<file path="config.mk">
export PLATFORM = sky130hd
export DESIGN_NAME = reader_writer_lock_manager
export DESIGN_NICKNAME = d
export VERILOG_FILES = /design/src/hw/rtl/rwlm_pkg.sv /design/src/hw/rtl/rwlm_ram.sv /design/src/hw/rtl/rwlm_ctrl.sv /design/src/hw/rtl/rwlm_dp.sv /design/src/hw/rtl/reader_writer_lock_manager.sv
export SDC_FILE = /design/constraint.sdc
export NUM_CORES = 1
export LEC_CHECK = 0
export ABC_AREA = 1
export ABC_CLOCK_PERIOD_IN_PS = 10800
export BUFFER_PORTS_ARGS = -buffer_cell sky130_fd_sc_hd__buf_2
export CORE_MARGIN = 2
export CORE_UTILIZATION = 60
export CTS_BUF_LIST = sky130_fd_sc_hd__clkbuf_8
export DETAILED_ROUTE_END_ITERATION = 16
export GPL_TIMING_DRIVEN = 1
export PLACE_DENSITY = 0.76
export SLEW_MARGIN = 20
export SYNTH_ARGS = -nofsm -noshare
export SYNTH_HDL_FRONTEND = slang
export SYNTH_SLANG_ARGS = --single-unit
</file>
<file path="constraint.sdc">
create_clock -name i_clk -period 10.8 [get_ports i_clk]
set_clock_uncertainty 0.05 [all_clocks]
set_input_delay 2.16 -clock i_clk [delete_from_list [all_inputs] [get_ports i_clk]]
set_output_delay 2.16 -clock i_clk [all_outputs]
set_load 0.02 [all_outputs]
</file>
<file path="src/hw/rtl/rwlm_pkg.sv">
// Types and constants shared by the lock manager modules
`default_nettype none
package rwlm_pkg;
    localparam int THREADS = 8;
    localparam int RECORDS = 16;
    localparam int TW      = 3;
    localparam int RW      = 4;
    localparam int CW      = 4;
    localparam int QAW     = RW + TW;

    typedef logic [THREADS-1:0] t_tmask;

    typedef enum logic [1:0] {
        OP_READ    = 2'd0,
        OP_WRITE   = 2'd1,
        OP_RELEASE = 2'd2,
        OP_NONE    = 2'd3
    } t_op;

    typedef enum logic [2:0] {
        EV_GRANTED  = 3'd0,
        EV_QUEUED   = 3'd1,
        EV_DEADLOCK = 3'd2,
        EV_WAKE     = 3'd3,
        EV_RELEASED = 3'd4
    } t_ev;

    typedef enum logic [3:0] {
        S_IDLE, S_DECODE, S_WALK, S_WENQ, S_DEAD, S_ROLL,
        S_GCHK, S_GRANT, S_GWAIT, S_RET, S_FIN
    } t_state;

    typedef enum logic [3:0] {
        C_NONE, C_LOAD, C_DECODE, C_WALK, C_WENQ, C_DEAD,
        C_ROLL, C_RNEXT, C_GREAD, C_GWAIT, C_FIN
    } t_cmd_op;

    typedef enum logic [2:0] {
        K_IGNORE, K_DONE, K_WALK, K_DEAD, K_GRANT
    } t_kind;

    typedef struct packed {
        t_cmd_op op;
        logic    use_rr;
    } t_cmd;

    typedef struct packed {
        t_kind kind;
        logic  walk_hit;
        logic  walk_end;
        logic  roll_hold;
        logic  roll_last;
        logic  holder_nz;
        logic  count_z;
        logic  gw_refuse;
        logic  gw_stop;
    } t_stat;
endpackage
`default_nettype wire

</file>
<file path="src/hw/rtl/rwlm_ram.sv">
// Generic RAM with one write port and a registered read port
`default_nettype none
module rwlm_ram #(
    parameter int WIDTH = 4,
    parameter int DEPTH = 128
) (
    input  wire logic                     i_clk,
    input  wire logic                     i_we,
    input  wire logic [$clog2(DEPTH)-1:0] i_waddr,
    input  wire logic [WIDTH-1:0]         i_wdata,
    input  wire logic [$clog2(DEPTH)-1:0] i_raddr,
    output logic      [WIDTH-1:0]         o_rdata
);
    logic [WIDTH-1:0] r_mem [DEPTH];

    always_ff @(posedge i_clk) begin
        if (i_we) begin
            r_mem[i_waddr] <= i_wdata;
        end
        o_rdata <= r_mem[i_raddr];
    end
endmodule
`default_nettype wire

</file>
<file path="src/hw/rtl/rwlm_ctrl.sv">
// Request sequencer of the lock manager
`default_nettype none
module rwlm_ctrl (
    input  wire logic            i_clk,
    input  wire logic            i_rst_n,
    input  wire logic            i_start,
    input  wire rwlm_pkg::t_stat i_stat,
    output rwlm_pkg::t_cmd       o_cmd,
    output logic                 o_busy
);
    import rwlm_pkg::*;

    t_state r_state, n_state;
    logic   r_roll, n_roll;

    always_ff @(posedge i_clk) begin
        if (!i_rst_n) begin
            r_state <= S_IDLE;
            r_roll  <= 1'b0;
        end else begin
            r_state <= n_state;
            r_roll  <= n_roll;
        end
    end

    always_comb begin
        n_state = r_state;
        n_roll  = r_roll;
        unique case (r_state)
            S_IDLE: begin
                n_roll = 1'b0;
                if (i_start) n_state = S_DECODE;
            end
            S_DECODE: begin
                unique case (i_stat.kind)
                    K_WALK:  n_state = S_WALK;
                    K_DEAD:  n_state = S_DEAD;
                    K_GRANT: n_state = S_GCHK;
                    default: n_state = S_FIN;
                endcase
            end
            S_WALK: begin
                if (i_stat.walk_hit) n_state = S_DEAD;
                else if (i_stat.walk_end) n_state = S_WENQ;
            end
            S_WENQ: n_state = S_FIN;
            S_DEAD: begin
                n_roll  = 1'b1;
                n_state = S_ROLL;
            end
            S_ROLL: begin
                if (i_stat.roll_hold) n_state = S_GCHK;
                else if (i_stat.roll_last) n_state = S_FIN;
            end
            S_GCHK:  n_state = i_stat.holder_nz ? S_RET : S_GRANT;
            S_GRANT: n_state = i_stat.count_z ? S_RET : S_GWAIT;
            S_GWAIT: begin
                if (i_stat.gw_refuse || i_stat.gw_stop) n_state = S_RET;
                else n_state = S_GRANT;
            end
            S_RET:   n_state = (r_roll && !i_stat.roll_last) ? S_ROLL : S_FIN;
            S_FIN:   n_state = S_IDLE;
            default: n_state = S_IDLE;
        endcase
    end

    always_comb begin
        o_cmd.use_rr = r_roll;
        o_busy       = (r_state != S_IDLE);
        unique case (r_state)
            S_IDLE:   o_cmd.op = i_start ? C_LOAD : C_NONE;
            S_DECODE: o_cmd.op = C_DECODE;
            S_WALK:   o_cmd.op = C_WALK;
            S_WENQ:   o_cmd.op = C_WENQ;
            S_DEAD:   o_cmd.op = C_DEAD;
            S_ROLL:   o_cmd.op = C_ROLL;
            S_GRANT:  o_cmd.op = i_stat.count_z ? C_NONE : C_GREAD;
            S_GWAIT:  o_cmd.op = C_GWAIT;
            S_RET:    o_cmd.op = (r_roll && !i_stat.roll_last) ? C_RNEXT : C_NONE;
            S_FIN:    o_cmd.op = C_FIN;
            default:  o_cmd.op = C_NONE;
        endcase
    end

    a_gwait_after_grant: assert property (@(posedge i_clk) disable iff (!i_rst_n)
        (r_state == S_GWAIT) |-> ($past(r_state) == S_GRANT))
        else $error("grant wait entered without a queue read");
endmodule
`default_nettype wire

</file>
<file path="src/hw/rtl/rwlm_dp.sv">
// Lock table, wait queues, wait-for walk and result staging
`default_nettype none
module rwlm_dp (
    input  wire logic                   i_clk,
    input  wire logic                   i_rst_n,
    input  wire rwlm_pkg::t_cmd         i_cmd,
    input  wire logic [1:0]             i_opcode,
    input  wire logic [rwlm_pkg::TW-1:0] i_thread_id,
    input  wire logic [rwlm_pkg::RW-1:0] i_record_id,
    output rwlm_pkg::t_stat             o_stat,
    output logic                        o_valid,
    output logic [2:0]                  o_event_res,
    output logic [rwlm_pkg::TW-1:0]     o_thread_id_out,
    output logic [rwlm_pkg::RW-1:0]     o_record_id_out,
    output logic                        o_last
);
    import rwlm_pkg::*;

    t_tmask        r_hm   [RECORDS];
    logic          r_wh   [RECORDS];
    logic [TW-1:0] r_head [RECORDS];
    logic [CW-1:0] r_cnt  [RECORDS];
    logic [CW-1:0] r_wqc  [RECORDS];
    logic          r_wov  [THREADS];
    logic [RW-1:0] r_wor  [THREADS];

    t_op           r_op;
    logic [TW-1:0] r_t;
    logic [RW-1:0] r_rec;
    logic [RW-1:0] r_rr;
    logic [TW-1:0] r_h;
    t_tmask        r_vis, r_front, r_next;

    logic          r_pv;
    t_ev           r_pev;
    logic [TW-1:0] r_pt;
    logic [RW-1:0] r_pr;

    logic [RW-1:0] sel;
    t_tmask        hm, tbit, nxt;
    logic          wh, holds, full, wv, hit, last_h;
    logic [TW-1:0] head, tail;
    logic [CW-1:0] cnt, wqc;
    logic [3:0]    ram_q;
    logic [TW-1:0] gw_w;
    logic          gw_rd, gw_refuse;

    t_kind         kind;
    logic          e_we, n_wh;
    t_tmask        n_hm;
    logic [TW-1:0] n_head;
    logic [CW-1:0] n_cnt, n_wqc;
    logic          wo_we, wo_v;
    logic [TW-1:0] wo_idx;
    logic          ram_we;
    logic [QAW-1:0] ram_addr;
    logic [3:0]    ram_d;
    logic          emit, fin;
    t_ev           em_ev;
    logic [TW-1:0] em_t;

    assign sel    = (i_cmd.op == C_WALK) ? r_wor[r_h] : (i_cmd.use_rr ? r_rr : r_rec);
    assign hm     = r_hm[sel];
    assign wh     = r_wh[sel];
    assign head   = r_head[sel];
    assign cnt    = r_cnt[sel];
    assign wqc    = r_wqc[sel];
    assign tbit   = t_tmask'(1) << r_t;
    assign holds  = hm[r_t];
    assign full   = (cnt >= CW'(THREADS));
    assign tail   = head + cnt[TW-1:0];
    assign gw_w   = ram_q[3:1];
    assign gw_rd  = ram_q[0];
    assign gw_refuse = !gw_rd && (hm != '0);
    assign wv     = r_front[r_h] && r_wov[r_h];
    assign hit    = wv && hm[r_t];
    assign nxt    = r_next | (wv ? (hm & ~r_vis) : '0);
    assign last_h = (r_h == TW'(THREADS - 1));
    assign fin    = (i_cmd.op == C_FIN);

    always_comb begin
        kind     = K_DONE;
        e_we     = 1'b0;
        n_hm     = hm;
        n_wh     = wh;
        n_head   = head;
        n_cnt    = cnt;
        n_wqc    = wqc;
        wo_we    = 1'b0;
        wo_v     = 1'b0;
        wo_idx   = r_t;
        ram_we   = 1'b0;
        ram_addr = {sel, head};
        ram_d    = {r_t, 1'b0};
        emit     = 1'b0;
        em_ev    = EV_GRANTED;
        em_t     = r_t;
        unique case (i_cmd.op)
            C_DECODE: begin
                if (r_op == OP_NONE || r_wov[r_t]) begin
                    kind = K_IGNORE;
                end else begin
                    unique case (r_op)
                        OP_READ: begin
                            if (holds) begin
                                emit = 1'b1;
                            end else if (!wh && wqc == '0) begin
                                e_we = 1'b1;
                                n_hm = hm | tbit;
                                emit = 1'b1;
                            end else if (full) begin
                                kind = K_IGNORE;
                            end else begin
                                e_we     = 1'b1;
                                n_cnt    = cnt + 1'b1;
                                ram_we   = 1'b1;
                                ram_addr = {sel, tail};
                                ram_d    = {r_t, 1'b1};
                                wo_we    = 1'b1;
                                wo_v     = 1'b1;
                                emit     = 1'b1;
                                em_ev    = EV_QUEUED;
                            end
                        end
                        OP_WRITE: begin
                            if (holds && wh) begin
                                emit = 1'b1;
                            end else if (holds) begin
                                kind = K_DEAD;
                            end else if (hm == '0 && cnt == '0) begin
                                e_we = 1'b1;
                                n_hm = hm | tbit;
                                n_wh = 1'b1;
                                emit = 1'b1;
                            end else begin
                                kind = K_WALK;
                            end
                        end
                        OP_RELEASE: begin
                            if (!holds) begin
                                kind = K_IGNORE;
                            end else begin
                                e_we  = 1'b1;
                                n_hm  = hm & ~tbit;
                                n_wh  = 1'b0;
                                emit  = 1'b1;
                                em_ev = EV_RELEASED;
                                kind  = K_GRANT;
                            end
                        end
                        default: kind = K_IGNORE;
                    endcase
                end
            end
            C_WENQ: begin
                if (!full) begin
                    e_we     = 1'b1;
                    n_cnt    = cnt + 1'b1;
                    n_wqc    = wqc + 1'b1;
                    ram_we   = 1'b1;
                    ram_addr = {sel, tail};
                    ram_d    = {r_t, 1'b0};
                    wo_we    = 1'b1;
                    wo_v     = 1'b1;
                    emit     = 1'b1;
                    em_ev    = EV_QUEUED;
                end
            end
            C_DEAD: begin
                emit  = 1'b1;
                em_ev = EV_DEADLOCK;
            end
            C_ROLL: begin
                if (holds) begin
                    e_we = 1'b1;
                    n_hm = hm & ~tbit;
                    n_wh = 1'b0;
                end
            end
            C_GWAIT: begin
                if (!gw_refuse) begin
                    e_we   = 1'b1;
                    n_head = head + 1'b1;
                    n_cnt  = cnt - 1'b1;
                    n_hm   = hm | (t_tmask'(1) << gw_w);
                    if (!gw_rd) begin
                        n_wh  = 1'b1;
                        n_wqc = wqc - 1'b1;
                    end
                    wo_we  = 1'b1;
                    wo_idx = gw_w;
                    emit   = 1'b1;
                    em_ev  = EV_WAKE;
                    em_t   = gw_w;
                end
            end
            default: begin
            end
        endcase
    end

    always_comb begin
        o_stat.kind      = kind;
        o_stat.walk_hit  = hit;
        o_stat.walk_end  = last_h && !hit && (nxt == '0);
        o_stat.roll_hold = holds;
        o_stat.roll_last = (r_rr == RW'(RECORDS - 1));
        o_stat.holder_nz = (hm != '0);
        o_stat.count_z   = (cnt == '0);
        o_stat.gw_refuse = gw_refuse;
        o_stat.gw_stop   = !gw_rd || (cnt == CW'(1));
    end

    rwlm_ram #(.WIDTH(4), .DEPTH(RECORDS * THREADS)) u_queue (
        .i_clk   (i_clk),
        .i_we    (ram_we),
        .i_waddr (ram_addr),
        .i_wdata (ram_d),
        .i_raddr (ram_addr),
        .o_rdata (ram_q)
    );

    always_ff @(posedge i_clk) begin
        if (!i_rst_n) begin
            for (int i = 0; i < RECORDS; i++) begin
                r_hm[i]   <= '0;
                r_wh[i]   <= 1'b0;
                r_head[i] <= '0;
                r_cnt[i]  <= '0;
                r_wqc[i]  <= '0;
            end
            for (int i = 0; i < THREADS; i++) begin
                r_wov[i] <= 1'b0;
            end
            r_pv    <= 1'b0;
            o_valid <= 1'b0;
        end else begin
            if (e_we) begin
                r_hm[sel]   <= n_hm;
                r_wh[sel]   <= n_wh;
                r_head[sel] <= n_head;
                r_cnt[sel]  <= n_cnt;
                r_wqc[sel]  <= n_wqc;
            end
            if (wo_we) begin
                r_wov[wo_idx] <= wo_v;
            end
            o_valid <= r_pv && (emit || fin);
            if (emit) begin
                r_pv <= 1'b1;
            end else if (fin) begin
                r_pv <= 1'b0;
            end
        end
    end

    always_ff @(posedge i_clk) begin
        if (wo_we && wo_v) begin
            r_wor[wo_idx] <= sel;
        end
        if (i_cmd.op == C_LOAD) begin
            r_op  <= t_op'(i_opcode);
            r_t   <= i_thread_id;
            r_rec <= i_record_id;
        end
        if (i_cmd.op == C_DECODE) begin
            r_vis   <= hm;
            r_front <= hm;
            r_next  <= '0;
            r_h     <= '0;
        end
        if (i_cmd.op == C_WALK) begin
            r_h <= r_h + 1'b1;
            if (last_h) begin
                r_vis   <= r_vis | nxt;
                r_front <= nxt;
                r_next  <= '0;
            end else begin
                r_next <= nxt;
            end
        end
        if (i_cmd.op == C_DEAD) begin
            r_rr <= '0;
        end else if (i_cmd.op == C_RNEXT || (i_cmd.op == C_ROLL && !holds)) begin
            r_rr <= r_rr + 1'b1;
        end
        if (r_pv && (emit || fin)) begin
            o_event_res     <= r_pev;
            o_thread_id_out <= r_pt;
            o_record_id_out <= r_pr;
            o_last          <= fin;
        end
        if (emit) begin
            r_pev <= em_ev;
            r_pt  <= em_t;
            r_pr  <= sel;
        end
    end

    a_last_ends_burst: assert property (@(posedge i_clk) disable iff (!i_rst_n)
        (o_valid && o_last) |=> !o_valid)
        else $error("result directly after a final result");

    a_queue_bound: assert property (@(posedge i_clk) disable iff (!i_rst_n)
        e_we |-> (n_cnt <= CW'(THREADS)))
        else $error("wait queue count beyond thread count");

    a_fin_flushes: assert property (@(posedge i_clk) disable iff (!i_rst_n)
        fin |=> !r_pv)
        else $error("staged result kept across request end");
endmodule
`default_nettype wire

</file>
<file path="src/hw/rtl/reader_writer_lock_manager.sv">
// Top level of the shared/exclusive lock manager with wait queues
//
// channel   | signals                                    | direction
// ----------+--------------------------------------------+----------
// request   | start, busy (out), i_opcode, i_thread_id,  | in
//           | i_record_id                                |
// result    | o_valid, o_event_res, o_thread_id_out,     | out
//           | o_record_id_out, o_last                    |
//
// A request is taken when start is high and busy is low; its last result is on
// the ports in the first idle cycle after busy falls. A release that frees a
// record wakes its waiters from the queue head; each woken waiter takes a queue
// RAM read then a grant in place of the empty-queue check, and a queued writer
// that stops a run of readers adds a further read and a refused grant. A writer
// that would wait walks the wait-for graph one thread per cycle, round by round;
// a deadlock refusal scans all 16 records one per cycle while a record is not
// held, and releases each held record and wakes its waiters. Results are
// strobes of one cycle on o_valid and cannot be stalled. Reset clears all lock
// state at once; no clearing pass.
`default_nettype none
module reader_writer_lock_manager (
    input  wire logic       i_clk,
    input  wire logic       i_rst_n,
    input  wire logic       start,
    output logic            busy,
    input  wire logic [1:0] i_opcode,
    input  wire logic [2:0] i_thread_id,
    input  wire logic [3:0] i_record_id,
    output logic            o_valid,
    output logic [2:0]      o_event_res,
    output logic [2:0]      o_thread_id_out,
    output logic [3:0]      o_record_id_out,
    output logic            o_last
);
    import rwlm_pkg::*;

    t_cmd  cmd;
    t_stat stat;

    rwlm_ctrl u_ctrl (
        .i_clk   (i_clk),
        .i_rst_n (i_rst_n),
        .i_start (start),
        .i_stat  (stat),
        .o_cmd   (cmd),
        .o_busy  (busy)
    );

    rwlm_dp u_dp (
        .i_clk           (i_clk),
        .i_rst_n         (i_rst_n),
        .i_cmd           (cmd),
        .i_opcode        (i_opcode),
        .i_thread_id     (i_thread_id),
        .i_record_id     (i_record_id),
        .o_stat          (stat),
        .o_valid         (o_valid),
        .o_event_res     (o_event_res),
        .o_thread_id_out (o_thread_id_out),
        .o_record_id_out (o_record_id_out),
        .o_last          (o_last)
    );
endmodule
`default_nettype wire
</file>
==> results.json <==
{
  "status": "finished clean",
  "syn2layout_area_growth_pct": 8.34,
  "timing.rr.end": "u_dp.u_queue.o_rdata[3]",
  "period_needed_ns": 9.47,
  "antenna_found_initial": 2,
  "cp.arrival_ns": 10.10,
  "cts_buffers": 146,
  "met1_length_mm": 41.5,
  "clk_latency_ns": 0.83,
  "die_y_um": 264,
  "syn_avg_cell_area_um2": 11.1,
  "power_density_mw_per_mm2": 292,
  "cts_tree": "yes",
  "drive_above_1_share": 0.0870,
  "grt_pass1_wl_mm": 164,
  "p_leak_nw": 16.1,
  "yosys_register_bits": 950,
  "final_util": 0.656,
  "max_stage_delay_ns": 0.92,
  "grt_max_degree": 106,
  "first_global_vias": 27830,
  "crit_fanout": 65,
  "rows": 95,
  "viasPerCell": 6.19,
  "post-route-period-util": 0.877,
  "synth_compound_area_frac": 0.0761,
  "path_common_cell": "nand2_1",
  "ir_drop_uv": 194,
  "clockBufferDepth": 3,
  "yosys.cell_types.count": 59,
  "tightestPinTransition_ns": 1.15,
  "synth_ff_type": "edfxtp_1",
  "ctsResizeCount": 0,
  "relSlewSlack": 0.230,
  "cts-root-buf": "clkbuf_8",
  "top_layer_used": "met5",
  "wl_met3_mm": 14.2,
  "route.met2.wl_mm": 48.9,
  "final_cell_area_mm2": 0.0440,
  "reg2regPathDepth": 32,
  "htreeDepth": 4,
  "fin_hold_ws_ns": 0.368,
  "syn_nets": 3689,
  "cp_slowest_cell": "clkinv_2",
  "end_kind": "flip-flop",
  "route.detailed.drc": 0,
  "finalPower_mw": 12.8,
  "place_hpwl_mm": 65.7,
  "post_cts.repair.setup_buffers": 0,
  "r2r_slack_ns": 1.33,
  "start_util": 0.605,
  "drv_cap": 0,
  "drt_iter0_drc": 4313,
  "worstPathRequired_ns": 11.43,
  "hold_buffers": 0,
  "holdPathEnd": "u_dp.o_thread_id_out[1]",
  "synthXorXnorAreaFrac": 0.00129,
  "ant_nets": 0,
  "wl_per_cell_um": 23.1,
  "nets": 3722,
  "cts.clk_slew.worst_paths_ns": 0.06,
  "seq_area_frac_synth": 0.687,
  "num_vias": 28970,
  "holdCritStartpoint": "u_dp.r_pt[1]",
  "rsz0062_at_grt": "false",
  "syn_inst": 3661,
  "synthSimpleGateAreaFrac": 0.187,
  "place_area_mm2": 0.0414,
  "synthArstFlopShare": 0,
  "syn-cell-area_mm2": 0.0406,
  "hold_depth": 0,
  "design.core.area_mm2": 0.0672,
  "fmax_ghz": 0.106,
  "finalSetupTns_ns": 0,
  "dieArea_mm2": 0.0698,
  "io_pins": 25,
  "path_class": "reg2reg",
  "finalSetupViolations": 0,
  "grt_overflow": 0,
  "place_congestion": 0.942,
  "synth_fa_ha_area_frac": 0.00511,
  "portBuffers": 24,
  "wl_mm": 108,
  "die_w_um": 264,
  "yosysWarnings": 11,
  "synth_edf_count": 889,
  "report.final.slew_viol_count": 0,
  "clock_sinks": 950,
  "hold_path.class": "reg2reg",
  "synth_mux_area_frac": 0,
  "start_kind": "flip-flop",
  "first_pass_iters": 6,
  "report.final.hold_viol_count": 0,
  "synth_top_family_by_area": "simple AND/OR/NAND/NOR gates",
  "grt_usage": 0.311
}
[per-stage QoR]
stage,worst slack (ns),cells
global route,0.777,4679
CTS,1.61,4677
floorplan,4.32,3661
detailed placement,1.63,4419
global placement,1.93,4419
finish,1.33,4681
[metal layers]
| layer | GRT usage | vias up |
|---|---|---|
| li1 | - | 12894 |
| met2 | 0.470 | 2016 |
| met5 | 0 | - |
| met1 | 0.436 | 13769 |
| met3 | 0.0824 | 289 |
| met4 | 0.116 | 2 |
[layout by cell type (no fill, tap or decap), types with 6 or more instances in the layout]
master	n
inv_2	9
clkbuf_8	152
nand2_2	8
buf_2	23
buf_4	63
nand3_1	121
dfxtp_1	61
a22oi_1	136
a21oi_1	67
nand3_4	7
a22o_1	30
nor2_1	585
a221oi_1	53
o2bb2ai_1	6
edfxtp_1	889
inv_1	238
nor3_1	18
o21ai_1	10
and3_1	6
nand2_1	968
o21ai_0	74
nor2_2	16
ha_1	15
nand3_2	6
o22ai_1	11
nand4_1	92
clkinv_2	9
o211ai_1	14
clkinv_1	30
[Yosys cell counts, drive strengths merged, types with 6 or more instances]
cell type	instances	area, µm²
edfxtp	889	26700
clkbuf	104	390
a22oi	136	1020
a221oi	53	464
a22o	30	263
o2bb2ai	6	52.6
nand2	977	3680
nor3	20	100
nand3	134	788
buf	97	647
inv	190	713
nor2	605	2310
nand4	92	576
o211ai	14	105
ha	15	188
and3	6	37.5
o21ai	91	470
dfxtp	61	1220
o22ai	12	81.3
a21oi	68	344
[worst max path at each step]
stage | endpoint | slack (ns) | cells after the start
CTS | u_dp.u_queue.r_mem[120][2] | 1.61 | 29
finish | u_dp.u_queue.o_rdata[3] | 1.33 | 32
global placement | u_dp.u_queue.r_mem[32][0] | 1.93 | 29
floorplan | u_dp.u_queue.r_mem[104][0] | 4.32 | 29
detailed placement | u_dp.u_queue.r_mem[120][0] | 1.63 | 29
global route | u_dp.u_queue.o_rdata[3] | 0.78 | 32
[cells by family (layout without fill, tap and decap cells)]
logic type	after synthesis	after routing
other cells	0	4
xor+xnor	6	6
flops	950	950
fa+ha+maj	16	16
compound gates	445	445
buf+inv	395	538
simple gates	1849	1849
[critical path, delay by kind of cell, from the launching register on]
family | cells | cell delay, ns
flops | 1 | 0.72
buf+inv | 6 | 2.88
simple gates | 14 | 2.05
compound gates | 12 | 3.51
[flip-flops by register name, indices dropped and copies added (netlist names), 16 cells and up, named ones only]
signal              cells
u_dp.u_queue.r_mem    512
u_dp.r_hm             128
u_dp.r_cnt             64
u_dp.r_wqc             64
u_dp.r_head            48
u_dp.r_wor             32
u_dp.r_wh              16
[layout make-up]
type	count	area (µm²)
clock buffers	152	2090
inverters	194	731
clock inverters	106	548
repair buffers	86	588
well taps	873	1090
fillers	4864	23100
diodes	4	10.0
flip-flops and latches	950	27900
multi-input cells	2316	11000
[power breakdown]
group          leakage [nW]  switching, mW  internal (mW)
combinational          5.69           4.21           1.41
clock                  1.56           1.39           1.36
sequential             8.81          0.107           4.36
total                  16.1           5.70           7.13
(Power assumes the default switching activity.)
